File: config.mk
export PLATFORM = sky130hd
export DESIGN_NAME = sdf_validity_penalty_top
export DESIGN_NICKNAME = d
export VERILOG_FILES = /design/src/rtl/svp_pkg.sv /design/src/rtl/sdf_validity_penalty_top.sv /design/src/rtl/svp_ram.sv /design/src/rtl/svp_cfg.sv /design/src/rtl/svp_scan.sv /design/src/rtl/svp_accum.sv
export SDC_FILE = /design/constraint.sdc
export NUM_CORES = 1
export LEC_CHECK = 0
export BUFFER_PORTS_ARGS = -buffer_cell sky130_fd_sc_hd__buf_2
export CORE_ASPECT_RATIO = 2
export CORE_MARGIN = 2
export CORE_UTILIZATION = 30
export DETAILED_ROUTE_END_ITERATION = 12
export PLACE_DENSITY_LB_ADDON = 0.15
export SETUP_SLACK_MARGIN = 0.5
export SLEW_MARGIN = 20
export SYNTH_ARGS = -nofsm -noshare
export SYNTH_HDL_FRONTEND = slang
export SYNTH_SLANG_ARGS = --single-unit
File: constraint.sdc
create_clock -name clk -period 12.85 [get_ports clk]
set_clock_uncertainty 0.15 [all_clocks]
set_input_delay 0.6425 -clock clk [delete_from_list [all_inputs] [get_ports clk]]
set_output_delay 0.6425 -clock clk [all_outputs]
set_load 0.02 [all_outputs]
File: src/rtl/svp_pkg.sv
// svp_pkg: shared types and constants of the distance-field validity penalty block
// no dependencies
`timescale 1ns / 1ps

package svp_pkg;

    localparam int SVP_MAX_SIZE = 64;

    localparam int SIZE_W   = 7;
    localparam int LEVEL_W  = 8;
    localparam int LIMIT_W  = 12;
    localparam int COUNT_W  = 13;
    localparam int BRIGHT_W = 16;
    localparam int SLOPE_W  = 26;
    localparam int PIXEL_W  = 8;
    localparam int CFG_IDX_W  = 3;
    localparam int CFG_DATA_W = 13;

    localparam logic [CFG_IDX_W-1:0] REG_IMAGE_SIZE     = 3'd0;
    localparam logic [CFG_IDX_W-1:0] REG_OFF_LEVEL      = 3'd1;
    localparam logic [CFG_IDX_W-1:0] REG_ON_LEVEL       = 3'd2;
    localparam logic [CFG_IDX_W-1:0] REG_AXIAL_LIMIT    = 3'd3;
    localparam logic [CFG_IDX_W-1:0] REG_DIAGONAL_LIMIT = 3'd4;
    localparam logic [CFG_IDX_W-1:0] REG_MIN_ON_COUNT   = 3'd5;
    localparam logic [CFG_IDX_W-1:0] REG_MAX_ON_COUNT   = 3'd6;

    localparam logic [SIZE_W-1:0]  RST_IMAGE_SIZE     = 7'd36;
    localparam logic [LEVEL_W-1:0] RST_OFF_LEVEL      = 8'd64;
    localparam logic [LEVEL_W-1:0] RST_ON_LEVEL       = 8'd220;
    localparam logic [LIMIT_W-1:0] RST_AXIAL_LIMIT    = 12'd240;
    localparam logic [LIMIT_W-1:0] RST_DIAGONAL_LIMIT = 12'd339;
    localparam logic [COUNT_W-1:0] RST_MIN_ON_COUNT   = 13'd129;
    localparam logic [COUNT_W-1:0] RST_MAX_ON_COUNT   = 13'd648;

    typedef struct packed {
        logic [SIZE_W-1:0]  image_size;
        logic [LEVEL_W-1:0] off_level;
        logic [LEVEL_W-1:0] on_level;
        logic [LIMIT_W-1:0] axial_limit;
        logic [LIMIT_W-1:0] diagonal_limit;
        logic [COUNT_W-1:0] min_on_count;
        logic [COUNT_W-1:0] max_on_count;
    } cfg_t;

    typedef struct packed {
        logic               valid;
        logic [PIXEL_W-1:0] pixel;
        logic               border;
        logic               use_left;
        logic               use_up;
        logic               use_diag;
        logic               frame_end;
    } stage_t;

endpackage

File: src/rtl/sdf_validity_penalty_top.sv
// sdf_validity_penalty_top: top level of the distance-field validity penalty block
// depends on svp_pkg, svp_cfg, svp_scan, svp_ram, svp_accum
`timescale 1ns / 1ps

// Takes a square image of image_size x image_size 8-bit pixels in raster order, one word
// per cycle while in_ready is high, and after the last pixel delivers one result word
// with the border brightness penalty, the on-count band penalty, the neighbor slope
// penalty and a feasible flag. Each pixel is registered with its position on acceptance
// while the previous row's pixel is read from the one-row line buffer; when the pixel
// leaves the input register the accumulators are updated and the pixel written back. The
// result word is registered as the last pixel leaves the input register. The last pixel of
// an image waits in the input register while the previous result word has not been taken,
// which holds off further input. image_size is clamped to 3..MAX_SIZE; configuration must
// be written between images while the block is idle, which the block does not enforce.

module sdf_validity_penalty_top
    import svp_pkg::*;
#(
    parameter int MAX_SIZE = SVP_MAX_SIZE
) (
    input  logic                  clk,
    input  logic                  rst_n,
    input  logic                  cfg_write,
    input  logic [CFG_IDX_W-1:0]  cfg_index,
    input  logic [CFG_DATA_W-1:0] cfg_data,
    input  logic                  in_valid,
    output logic                  in_ready,
    input  logic [PIXEL_W-1:0]    pixel,
    output logic                  out_valid,
    input  logic                  out_ready,
    output logic [BRIGHT_W-1:0]   bright_sum,
    output logic [COUNT_W-1:0]    boring_amount,
    output logic [SLOPE_W-1:0]    slope_sum,
    output logic                  feasible
);

    localparam int CW = $clog2(MAX_SIZE);

    cfg_t               cfg;
    stage_t             stage;
    logic [CW-1:0]      stage_idx;
    logic               stage_go;
    logic               rd_en, wr_en;
    logic [CW-1:0]      rd_addr, wr_addr;
    logic [PIXEL_W-1:0] wr_data, up_pixel;

    svp_cfg u_cfg (
        .clk       (clk),
        .rst_n     (rst_n),
        .cfg_write (cfg_write),
        .cfg_index (cfg_index),
        .cfg_data  (cfg_data),
        .cfg       (cfg)
    );

    svp_scan #(
        .MAX_SIZE (MAX_SIZE)
    ) u_scan (
        .clk       (clk),
        .rst_n     (rst_n),
        .cfg       (cfg),
        .in_valid  (in_valid),
        .in_ready  (in_ready),
        .pixel     (pixel),
        .stage_go  (stage_go),
        .stage     (stage),
        .stage_idx (stage_idx),
        .rd_en     (rd_en),
        .rd_addr   (rd_addr)
    );

    svp_ram #(
        .WIDTH (PIXEL_W),
        .DEPTH (MAX_SIZE)
    ) u_row_store (
        .clk   (clk),
        .we    (wr_en),
        .waddr (wr_addr),
        .wdata (wr_data),
        .re    (rd_en),
        .raddr (rd_addr),
        .rdata (up_pixel)
    );

    svp_accum #(
        .MAX_SIZE (MAX_SIZE)
    ) u_accum (
        .clk           (clk),
        .rst_n         (rst_n),
        .cfg           (cfg),
        .stage         (stage),
        .stage_idx     (stage_idx),
        .up_pixel      (up_pixel),
        .stage_go      (stage_go),
        .wr_en         (wr_en),
        .wr_addr       (wr_addr),
        .wr_data       (wr_data),
        .out_valid     (out_valid),
        .out_ready     (out_ready),
        .bright_sum    (bright_sum),
        .boring_amount (boring_amount),
        .slope_sum     (slope_sum),
        .feasible      (feasible)
    );

endmodule

File: src/rtl/svp_ram.sv
// svp_ram: generic single write port, single read port ram with registered read
// no dependencies
`timescale 1ns / 1ps

module svp_ram #(
    parameter int WIDTH = 8,
    parameter int DEPTH = 64
) (
    input  logic                     clk,
    input  logic                     we,
    input  logic [$clog2(DEPTH)-1:0] waddr,
    input  logic [WIDTH-1:0]         wdata,
    input  logic                     re,
    input  logic [$clog2(DEPTH)-1:0] raddr,
    output logic [WIDTH-1:0]         rdata
);

    logic [WIDTH-1:0] mem [DEPTH];
    logic [WIDTH-1:0] rdata_reg;

    always_ff @(posedge clk)
    begin
        if (we)
        begin
            mem[waddr] <= wdata;
        end
        if (re)
        begin
            rdata_reg <= mem[raddr];
        end
    end

    assign rdata = rdata_reg;

endmodule

File: src/rtl/svp_cfg.sv
// svp_cfg: configuration register file written through the plain write port
// depends on svp_pkg
`timescale 1ns / 1ps

module svp_cfg
    import svp_pkg::*;
(
    input  logic                  clk,
    input  logic                  rst_n,
    input  logic                  cfg_write,
    input  logic [CFG_IDX_W-1:0]  cfg_index,
    input  logic [CFG_DATA_W-1:0] cfg_data,
    output cfg_t                  cfg
);

    cfg_t cfg_reg;
    cfg_t cfg_next;

    always_comb
    begin
        cfg_next = cfg_reg;
        if (cfg_write)
        begin
            unique case (cfg_index)
                REG_IMAGE_SIZE:     cfg_next.image_size     = cfg_data[SIZE_W-1:0];
                REG_OFF_LEVEL:      cfg_next.off_level      = cfg_data[LEVEL_W-1:0];
                REG_ON_LEVEL:       cfg_next.on_level       = cfg_data[LEVEL_W-1:0];
                REG_AXIAL_LIMIT:    cfg_next.axial_limit    = cfg_data[LIMIT_W-1:0];
                REG_DIAGONAL_LIMIT: cfg_next.diagonal_limit = cfg_data[LIMIT_W-1:0];
                REG_MIN_ON_COUNT:   cfg_next.min_on_count   = cfg_data[COUNT_W-1:0];
                REG_MAX_ON_COUNT:   cfg_next.max_on_count   = cfg_data[COUNT_W-1:0];
                default:            cfg_next = cfg_reg;
            endcase
        end
    end

    always_ff @(posedge clk or negedge rst_n)
    begin
        if (!rst_n)
        begin
            cfg_reg.image_size     <= RST_IMAGE_SIZE;
            cfg_reg.off_level      <= RST_OFF_LEVEL;
            cfg_reg.on_level       <= RST_ON_LEVEL;
            cfg_reg.axial_limit    <= RST_AXIAL_LIMIT;
            cfg_reg.diagonal_limit <= RST_DIAGONAL_LIMIT;
            cfg_reg.min_on_count   <= RST_MIN_ON_COUNT;
            cfg_reg.max_on_count   <= RST_MAX_ON_COUNT;
        end
        else
        begin
            cfg_reg <= cfg_next;
        end
    end

    assign cfg = cfg_reg;

endmodule

File: src/rtl/svp_scan.sv
// svp_scan: input register, raster position counters and line buffer read address
// depends on svp_pkg
`timescale 1ns / 1ps

module svp_scan
    import svp_pkg::*;
#(
    parameter int MAX_SIZE = SVP_MAX_SIZE
) (
    input  logic                        clk,
    input  logic                        rst_n,
    input  cfg_t                        cfg,
    input  logic                        in_valid,
    output logic                        in_ready,
    input  logic [PIXEL_W-1:0]          pixel,
    input  logic                        stage_go,
    output stage_t                      stage,
    output logic [$clog2(MAX_SIZE)-1:0] stage_idx,
    output logic                        rd_en,
    output logic [$clog2(MAX_SIZE)-1:0] rd_addr
);

    localparam int CW = $clog2(MAX_SIZE);
    localparam int SW = (CW + 1 > 8) ? CW + 1 : 8;

    logic [CW-1:0] col_reg, col_next;
    logic [CW-1:0] row_reg, row_next;
    stage_t        stage_reg, stage_next;
    logic [CW-1:0] idx_reg;

    logic [SW-1:0] size_ext, eff, last, col_ext, row_ext;
    logic          row_end, frame_end, accept;

    always_comb
    begin
        size_ext = SW'(cfg.image_size);
        if (size_ext < SW'(3))
        begin
            eff = SW'(3);
        end
        else if (size_ext > SW'(MAX_SIZE))
        begin
            eff = SW'(MAX_SIZE);
        end
        else
        begin
            eff = size_ext;
        end
        last      = eff - SW'(1);
        col_ext   = SW'(col_reg);
        row_ext   = SW'(row_reg);
        row_end   = col_ext >= last;
        frame_end = row_end && (row_ext >= last);
    end

    assign in_ready = !stage_reg.valid || stage_go;
    assign accept   = in_valid && in_ready;

    always_comb
    begin
        col_next   = col_reg;
        row_next   = row_reg;
        stage_next = stage_reg;
        if (accept)
        begin
            if (row_end)
            begin
                col_next = '0;
                row_next = frame_end ? '0 : row_reg + CW'(1);
            end
            else
            begin
                col_next = col_reg + CW'(1);
            end
            stage_next.valid     = 1'b1;
            stage_next.pixel     = pixel;
            stage_next.border    = (row_reg == '0) || (row_ext >= last)
                                   || (col_reg == '0) || row_end;
            stage_next.use_left  = (col_reg != '0) && (row_ext < last);
            stage_next.use_up    = (row_reg != '0) && !row_end;
            stage_next.use_diag  = (col_reg != '0) && (row_reg != '0);
            stage_next.frame_end = frame_end;
        end
        else if (stage_go)
        begin
            stage_next.valid = 1'b0;
        end
    end

    always_ff @(posedge clk or negedge rst_n)
    begin
        if (!rst_n)
        begin
            col_reg   <= '0;
            row_reg   <= '0;
            stage_reg <= '0;
        end
        else
        begin
            col_reg   <= col_next;
            row_reg   <= row_next;
            stage_reg <= stage_next;
        end
    end

    always_ff @(posedge clk)
    begin
        if (accept)
        begin
            idx_reg <= col_reg;
        end
    end

    assign stage     = stage_reg;
    assign stage_idx = idx_reg;
    assign rd_en     = accept;
    assign rd_addr   = col_reg;

endmodule

File: src/rtl/svp_accum.sv
// svp_accum: penalty accumulators, line buffer write-back and result register
// depends on svp_pkg
`timescale 1ns / 1ps

module svp_accum
    import svp_pkg::*;
#(
    parameter int MAX_SIZE = SVP_MAX_SIZE
) (
    input  logic                        clk,
    input  logic                        rst_n,
    input  cfg_t                        cfg,
    input  stage_t                      stage,
    input  logic [$clog2(MAX_SIZE)-1:0] stage_idx,
    input  logic [PIXEL_W-1:0]          up_pixel,
    output logic                        stage_go,
    output logic                        wr_en,
    output logic [$clog2(MAX_SIZE)-1:0] wr_addr,
    output logic [PIXEL_W-1:0]          wr_data,
    output logic                        out_valid,
    input  logic                        out_ready,
    output logic [BRIGHT_W-1:0]         bright_sum,
    output logic [COUNT_W-1:0]          boring_amount,
    output logic [SLOPE_W-1:0]          slope_sum,
    output logic                        feasible
);

    localparam int EX_W = LIMIT_W + 2;

    logic [PIXEL_W-1:0]  left_reg, upleft_reg;
    logic [BRIGHT_W-1:0] bright_reg, bright_next;
    logic [COUNT_W-1:0]  on_reg, on_next;
    logic [SLOPE_W-1:0]  slope_reg, slope_next;

    logic                out_valid_reg;
    logic [BRIGHT_W-1:0] bright_sum_reg;
    logic [COUNT_W-1:0]  boring_reg, boring;
    logic [SLOPE_W-1:0]  slope_sum_reg;
    logic                feasible_reg;

    logic [LIMIT_W-1:0]  ex_left, ex_up, ex_diag;
    logic [EX_W-1:0]     ex_total;
    logic [BRIGHT_W:0]   bright_wide;
    logic [SLOPE_W:0]    slope_wide;
    logic                fire;

    function automatic logic [LIMIT_W-1:0] excess(
        input logic [PIXEL_W-1:0] a,
        input logic [PIXEL_W-1:0] b,
        input logic [LIMIT_W-1:0] limit
    );
        logic [PIXEL_W-1:0] diff;
        logic [LIMIT_W-1:0] d;
        diff = (a > b) ? a - b : b - a;
        d    = {diff, 4'b0000};
        return (d > limit) ? d - limit : '0;
    endfunction

    assign stage_go = !(stage.frame_end && out_valid_reg && !out_ready);
    assign fire     = stage.valid && stage_go;

    always_comb
    begin
        ex_left  = stage.use_left ? excess(stage.pixel, left_reg, cfg.axial_limit) : '0;
        ex_up    = stage.use_up ? excess(stage.pixel, up_pixel, cfg.axial_limit) : '0;
        ex_diag  = stage.use_diag ? excess(stage.pixel, upleft_reg, cfg.diagonal_limit) : '0;
        ex_total = EX_W'(ex_left) + EX_W'(ex_up) + EX_W'(ex_diag);

        slope_wide = (SLOPE_W + 1)'(slope_reg) + (SLOPE_W + 1)'(ex_total);
        slope_next = slope_wide[SLOPE_W] ? '1 : slope_wide[SLOPE_W-1:0];

        if (stage.border && (stage.pixel > cfg.off_level))
        begin
            bright_wide = (BRIGHT_W + 1)'(bright_reg)
                          + (BRIGHT_W + 1)'(stage.pixel - cfg.off_level);
        end
        else
        begin
            bright_wide = (BRIGHT_W + 1)'(bright_reg);
        end
        bright_next = bright_wide[BRIGHT_W] ? '1 : bright_wide[BRIGHT_W-1:0];

        if ((stage.pixel >= cfg.on_level) && (on_reg != '1))
        begin
            on_next = on_reg + COUNT_W'(1);
        end
        else
        begin
            on_next = on_reg;
        end

        if (on_next < cfg.min_on_count)
        begin
            boring = cfg.min_on_count - on_next;
        end
        else if (on_next > cfg.max_on_count)
        begin
            boring = on_next - cfg.max_on_count;
        end
        else
        begin
            boring = '0;
        end
    end

    always_ff @(posedge clk or negedge rst_n)
    begin
        if (!rst_n)
        begin
            bright_reg    <= '0;
            on_reg        <= '0;
            slope_reg     <= '0;
            out_valid_reg <= 1'b0;
        end
        else
        begin
            if (fire)
            begin
                if (stage.frame_end)
                begin
                    bright_reg <= '0;
                    on_reg     <= '0;
                    slope_reg  <= '0;
                end
                else
                begin
                    bright_reg <= bright_next;
                    on_reg     <= on_next;
                    slope_reg  <= slope_next;
                end
            end
            if (fire && stage.frame_end)
            begin
                out_valid_reg <= 1'b1;
            end
            else if (out_ready)
            begin
                out_valid_reg <= 1'b0;
            end
        end
    end

    // previous pixel and up-left neighbor, only read when the position allows
    always_ff @(posedge clk)
    begin
        if (fire)
        begin
            left_reg   <= stage.pixel;
            upleft_reg <= up_pixel;
        end
        if (fire && stage.frame_end)
        begin
            bright_sum_reg <= bright_next;
            boring_reg     <= boring;
            slope_sum_reg  <= slope_next;
            feasible_reg   <= (bright_next == '0) && (boring == '0) && (slope_next == '0);
        end
    end

    assign wr_en         = fire;
    assign wr_addr       = stage_idx;
    assign wr_data       = stage.pixel;
    assign out_valid     = out_valid_reg;
    assign bright_sum    = bright_sum_reg;
    assign boring_amount = boring_reg;
    assign slope_sum     = slope_sum_reg;
    assign feasible      = feasible_reg;

endmodule

### Word level (Yosys, flattened, before mapping)

Memories as Yosys holds them, arrays and structs flattened. A register that Yosys moved wholly into a read port is not among the register bits.
Index checks and enable logic that the tools add are counted.

* input bits: 29
* flip-flop bits (word level): 233
* memories kept: 1
* output and inout port bits: 58
* logic and storage cells: 137
* RAM bits: 512

* order comparisons: 15
* reductions and logical operators: 38
* multiplexer cells: 28
* add/subtract/negate cells: 20
* equal/unequal tests: 8

Memory list
* u_row_store.mem: depth 64, width 8, rd ports 1, clocked after Yosys merged registers in 1, wr ports 1, RTL line svp_ram.sv:18 `logic [WIDTH-1:0] mem [DEPTH];`

Operators by type and width (number)
* 12-bit 2-to-1 mux: 6
* 13-bit 2-to-1 mux: 4
* 26-bit 2-to-1 mux: 2
* 8-bit subtractor: 6
* 12-bit greater-than comparator: 3
* 12-bit subtractor: 3
* 8-bit greater-than comparator: 4
* 16-bit 2-to-1 mux: 2
* 26-bit by 14-bit adder with 27-bit output: 1
* 26-bit zero test: 1
* 13-bit subtractor: 2
* 8-bit 2-to-1 mux: 3
* 16-bit by 17-bit adder with 17-bit output: 1
* 17-bit 2-to-1 mux: 1
* 6-bit by 8-bit >= comparator with 1-bit output: 2
* 16-bit zero test: 1
* 2-bit AND reduction: 8
* 14-bit by 12-bit adder with 14-bit output: 1
* 7-bit 2-to-1 mux: 2
* 12-bit by 12-bit adder with 13-bit output: 1
* 13-bit by 1-bit adder with 13-bit output, second input constant: 1
* 13-bit greater-than comparator: 1
* 1-bit logical AND: 13
* 13-bit zero test: 1
* 21 further kinds: 39

### Depth between registers and ports, before layout

* word-level depth: 11
* gate-level depth with buffers: 51
* depth with buffers taken out: 48

### Cells and area by module

Synthesis repeated with hierarchy kept, for this count alone.

* cells, all modules: 2720
* area total of the unflattened synthesis: 37502.2 µm²

By module, submodules not included
* svp_ram: instances 1, seq. area each 15615.0 µm², cells an instance 940, area an instance 20246.9 µm²
* svp_accum: instances 1, seq. area each 3563.4 µm², cells an instance 1437, area an instance 12628.4 µm²
* svp_cfg: instances 1, seq. area each 1854.3 µm², cells an instance 159, area an instance 2807.7 µm²
* svp_scan: instances 1, seq. area each 830.8 µm², cells an instance 184, area an instance 1819.2 µm²

### Worst setup path before layout

OpenSTA, ideal clock, no wires.

* kind: register -> register
* from: reg u_scan.stage_reg, in the netlist u_scan.stage[6]
* to: reg u_accum.feasible_reg, in the netlist u_accum.feasible, data pin
* period minus slack after synthesis: 10.246 ns
* setup time: 0.134 ns
* arrival time: 9.962 ns
* path slack: 2.604 ns
* stages on the path, launching flop included: 45
* cell sequence: dfrtp_1 inv_1 ha_1 nand4_1 o22a_1 clkbuf_1 buf_1 mux2_2 ha_1 o21ai_0 a21oi_1 o21ai_0 nand2b_1 nor2b_1 o311ai_1 clkbuf_1 nor2_1 ha_1 [9 not listed] nor2_1 xnor2_1 ha_1 inv_1 nor3_1 a31oi_1 o21ai_0 or3b_2 ha_1 o21a_1 o22ai_1 or2_2 a211oi_1 mux2_2 nand4b_1 nor4b_1 nand4b_1 and4bb_1

* cells in the longest elaborated chain, start to end: 11

RTL lines
* start, declared: RTL line svp_scan.sv:28 `stage_t stage_reg, stage_next;`
* start signal, assigned: RTL line svp_scan.sv:102 `stage_reg <= stage_next;`
* 8-bit subtractor or 8-bit greater-than comparator (tied branches): RTL line svp_accum.sv:54 `diff = (a > b) ? a - b : b - a;`
* 8-bit 2-to-1 mux: RTL line svp_accum.sv:54
* 12-bit subtractor or 12-bit greater-than comparator (tied branches): RTL line svp_accum.sv:56 `return (d > limit) ? d - limit : '0;`
* 12-bit 2-to-1 mux: RTL line svp_accum.sv:56
* 12-bit 2-to-1 mux (on tied branches): RTL line svp_accum.sv:64, svp_accum.sv:65
* 12-bit by 12-bit adder with 13-bit output: RTL line svp_accum.sv:67 `ex_total = EX_W'(ex_left) + EX_W'(ex_up) + EX_W'(ex_diag);`
* 14-bit by 12-bit adder with 14-bit output *: RTL line svp_accum.sv:67
* 26-bit by 14-bit adder with 27-bit output *: RTL line svp_accum.sv:69 `slope_wide = (SLOPE_W + 1)'(slope_reg) + (SLOPE_W + 1)'(ex_total);`
* 26-bit 2-to-1 mux *: RTL line svp_accum.sv:70 `slope_next = slope_wide[SLOPE_W] ? '1 : slope_wide[SLOPE_W-1:0];`
* net u_accum.slope_next[24]: RTL line svp_accum.sv:33 `logic [SLOPE_W-1:0] slope_reg, slope_next;`
* 26-bit zero test *: RTL line svp_accum.sv:156 `feasible_reg <= (bright_next == '0) && (boring == '0) && (slope_next == '0);`
* 1-bit logical AND *: RTL line svp_accum.sv:156
* end signal, assigned: RTL line svp_accum.sv:156
* end, declared: RTL line svp_accum.sv:39 `logic feasible_reg;`

The timed path passes the listed nets; every way through them passes the cells marked *.
A chain may end at the register's enable or synchronous reset.

### Worst setup path in the final report

* from: reg u_scan.stage_reg, in the netlist u_scan.stage[6]
* to: reg u_accum.feasible_reg, in the netlist u_accum.feasible, data pin

* cells in the longest elaborated chain, start to end: 11

RTL lines (RTL line)
* 8-bit subtractor or 8-bit greater-than comparator (tied branches): svp_accum.sv:54
* 8-bit 2-to-1 mux: svp_accum.sv:54
* 12-bit subtractor or 12-bit greater-than comparator (tied branches): svp_accum.sv:56
* 12-bit 2-to-1 mux: svp_accum.sv:56
* 12-bit 2-to-1 mux (on tied branches): svp_accum.sv:64, svp_accum.sv:65
* 12-bit by 12-bit adder with 13-bit output: svp_accum.sv:67
* 14-bit by 12-bit adder with 14-bit output: svp_accum.sv:67
* 26-bit by 14-bit adder with 27-bit output: svp_accum.sv:69
* 26-bit 2-to-1 mux: svp_accum.sv:70
* 26-bit zero test: svp_accum.sv:156
* 1-bit logical AND *: svp_accum.sv:156

Mark *: on every way between the ends. The rest lies on a longest branch, timed or not.

==> metrics.log <==
[metrics] root buffer cell: sky130_fd_sc_hd__clkbuf_16
[metrics] total I/O pin count: 87
[metrics] Static Leak: roughly 16 nW
[metrics] critical path type: reg2reg
[metrics] cell types with the highest counts after synthesis: 598 x sky130_fd_sc_hd__edfxtp_1, 185 x sky130_fd_sc_hd__ha_1, 179 x sky130_fd_sc_hd__nor2_1
[metrics] largest vdd supply drop: roughly 150 uV
[metrics] full die area: 0.128 mm2
[metrics] share of Yosys cell area claimed by the top area cell type: 0.479
[metrics] capture point of the worst reg-to-reg path: u_accum.feasible
[metrics] share of synthesized area occupied by flip-flops and latches: 0.583
[metrics] Yosys Warn Count: 0
[metrics] number of flip-flops under the largest register name: 512
[metrics] max-slew headroom at the worst pin: 0.249
[metrics] hold worst-path end: u_accum.out_valid
[metrics] number of different library cells in the post-synthesis netlist: 88
[metrics] number of pins with negative max-slew slack in the final report: 0
[metrics] slew at the pin closest to its max-slew limit: approximately 1.1 ns
[metrics] number of global-route vias before repair: 24.0k
[metrics] fmax: a little under 90 MHz
[metrics] final-layout worst hold slack: about 0.064 ns
[metrics] count of mapped cells out of synthesis: around 2.7k
[metrics] result of the run: finished, final reports clean
[metrics] DIE WIDTH: 254 um
[metrics] wire length on met1: 36900 um
[metrics] clock transition at the registers of the reported paths: 0.07 ns
[metrics] total power divided by cell area: 250 mW/mm2
[metrics] number of endpoints failing setup at the final stage: 0
[metrics] number of antenna violations at the first check in global routing: 1
[metrics] setup repair bufs after CTS: 0
[metrics] Hold Path Depth: 2
[metrics] setup TNS: 0 ns
[metrics] highest metal layer used by the detailed router: met4
[metrics] fraction of the cycle the final worst path needs: 0.875
[metrics] Most used DFF post-synth: sky130_fd_sc_hd__edfxtp_1
[metrics] count of nets left with antenna violations after detail routing: 0
[metrics] site row count: between 150 and 200
[metrics] Sequential cell area: roughly 0.022 mm2
[metrics] Setup crit end kind: register
[metrics] overall routed net length: about 110000 um
[metrics] total clock buffers created by CTS: 74
[metrics] unrepaired setup endpoints after global routing: false
[metrics] Tot Pwr: 10.6 mW
[metrics] setup slack of the worst register-to-register path: roughly 1.6 ns
[metrics] HP Class: in2reg
[metrics] share of final-layout standard cells stronger than drive strength 1: 0.186
[metrics] global router's overall resource usage: 0.171
[metrics] number of fill cells: 12.2k
[metrics] Cell Area, Synth: 0.0375 mm2
[metrics] arrival time of the worst setup path: around 12 ns
[metrics] top cells by area, synth: sky130_fd_sc_hd__edfxtp_1 48%, sky130_fd_sc_hd__mux4_2 10%, sky130_fd_sc_hd__dfrtp_1 8.9%
[metrics] number of endpoints with negative hold slack in the final report: 0
[metrics] Core Region: roughly 0.12 mm2
[metrics] dominant cell type by area after synthesis: sky130_fd_sc_hd__edfxtp_1
[metrics] overall overflow remaining after global route: 0
[metrics] area of combinational cells with multiple inputs: approximately 0.015 mm2
[metrics] sum of met3 wire segment lengths after detailed routing: approximately 3100 um
[metrics] remaining design rule violation count: 0
[metrics] synth-to-layout area growth: 13.3%
[metrics] Clock Path Buffers: 3
[metrics] number of levels in the clock H-tree: 3
[metrics] post-placement cell area: between 0.03 and 0.04 mm2
[metrics] biggest cell delay along the critical path: around 0.82 ns
[metrics] shortest period the worst path allows: between 10 and 15 ns
[metrics] launch instance of the worst min-delay path: out_ready
[metrics] highest-delay cell along the critical path: sky130_fd_sc_hd__dfrtp_4
[metrics] critical path startpoint category: register
[metrics] Inst Count DP: between 4k and 5k
[metrics] vias per inst: around 5
[metrics] maximum fanout along the worst path: 43
[metrics] number of cells on the worst reg-to-reg path: 43
[metrics] initial standard-cell utilization of the core: 0.302
[metrics] clock latency on the worst-skew pair: a little under 0.7 ns
[metrics] estimated wirelength of the detail-placed design: a little under 80000 um
[metrics] worst reg2reg startpoint: u_scan.stage[6]
[metrics] maximum number of pins on one net before global-route repair: 71
[metrics] metal2 WL: around 64000 um
[metrics] # port buffers: 86
[metrics] number of design-rule violations left by the first detailed-router iteration: ~1.3k
[metrics] Num Clock Sinks: approximately 750
[metrics] total nets after synthesis: between 2k and 3k
[metrics] TritonCTS clock tree: yes
[metrics] non-filler cells, final: roughly 4.5k
[metrics] total vias in the final route: 22.7k
[metrics] final weighted congestion in routability-driven placement: between 0.8 and 0.9
[metrics] most common cell in the synthesized netlist: sky130_fd_sc_hd__edfxtp_1
[metrics] maxcap violations: 0
[metrics] data required time of the worst path: between 10 and 15 ns
[metrics] Final Instance Area: around 0.042 mm2
[metrics] Async SR Flop Fraction: 0.206
[metrics] wire length of the first global-routing pass: roughly 160000 um
[metrics] Die Y: between 500 and 600 um
[metrics] count of flip-flops with a built-in enable after synthesis: around 600
[metrics] WL per Instance: roughly 24 um
[metrics] final net count: approximately 3.0k
[metrics] flops & latches, synth: between 700 and 800
[metrics] average footprint of a synthesized cell: about 14 um2
[metrics] number of detailed-routing iterations run before antenna repair: 5
## critical path, delay by kind of cell (launching register included)
family                     cells  cell delay, ns
AOI/OAI and AO/OA             20            4.95
and+or+nand+nor               11            1.99
DFF                            1            0.82
adders and majority gates      5            1.70
xor gates and xnor gates       3            0.44
buffers and inverters          3            0.75
muxes                          1            0.26
## what timing repair did
action,CTS,global route
endpoints found under the hold margin,49,0
gates resized for setup,0,1
endpoints found under the setup margin,0,1
hold buffers,1,0
## per-layer routing
layer,global-route usage,up-vias
li1,-,10500
met1,0.166,11600
met2,0.349,478
met3,0.0179,148
met4,0.0748,0
met5,0,-
## area by class of cell
type | count | share of cell area
clock inverter | 44 | 0.0124
multi-input combinational | 1680 | 0.346
sequential | 753 | 0.515
tap | 1665 | 0.0490
antenna | 2 | 0.000118
timing repair buffer | 120 | 0.0168
inverter | 160 | 0.0141
clock buffer | 92 | 0.0467
## metrics by stage
stage / utilization / setup slack [ns]
finish: 0.342 / 1.60
global route: 0.342 / 0.843
CTS: 0.342 / 1.17
detailed placement: 0.322 / 1.24
global placement: 0.322 / 1.49
floorplan: - / 2.60
## cell usage in the layout, fill, tap and decap left out, types with 48 or more instances in the layout
master,n
sky130_fd_sc_hd__clkbuf_16,76
sky130_fd_sc_hd__nor2_1,177
sky130_fd_sc_hd__a21oi_1,115
sky130_fd_sc_hd__mux2_2,62
sky130_fd_sc_hd__mux4_2,168
sky130_fd_sc_hd__a21o_1,55
sky130_fd_sc_hd__buf_2,85
sky130_fd_sc_hd__inv_1,156
sky130_fd_sc_hd__nand2_1,166
sky130_fd_sc_hd__edfxtp_1,598
sky130_fd_sc_hd__ha_1,185
sky130_fd_sc_hd__xnor2_1,90
sky130_fd_sc_hd__dfrtp_1,122
sky130_fd_sc_hd__xor2_1,48
sky130_fd_sc_hd__o21ai_0,122
## how the worst max path moves through the flow
stage / slack [ns] / end / start
2_1_floorplan: 2.60 / u_accum.feasible / u_scan.stage[6]
4_1_cts: 1.17 / u_accum.feasible / u_scan.stage[6]
6_report: 1.60 / u_accum.feasible / u_scan.stage[6]
3_3_place_gp: 1.49 / u_accum.feasible / u_scan.stage[6]
3_5_place_dp: 1.24 / u_accum.feasible / u_scan.stage[6]
5_1_grt: 0.84 / u_accum.feasible / u_scan.stage[8]
## logic make-up (layout without fill, tap and decap cells)
group,count (synthesis),after routing,share of synthesized area
buf+inv,257,416,0.0261
simple gates,603,603,0.0784
xor+xnor,138,138,0.0322
fa+ha+maj,198,198,0.0687
compound gates,491,491,0.0870
mux,250,250,0.125
flops,753,753,0.583
other cells,0,2,0
## report_power, final
group	total, mW	internal, mW	leakage (nW)	switching [mW]
logic	5.15	2.11	7.08	3.03
clock network	2.30	1.28	1.22	1.02
registers	3.19	2.96	7.29	0.223
(Power assumes the default switching activity.)
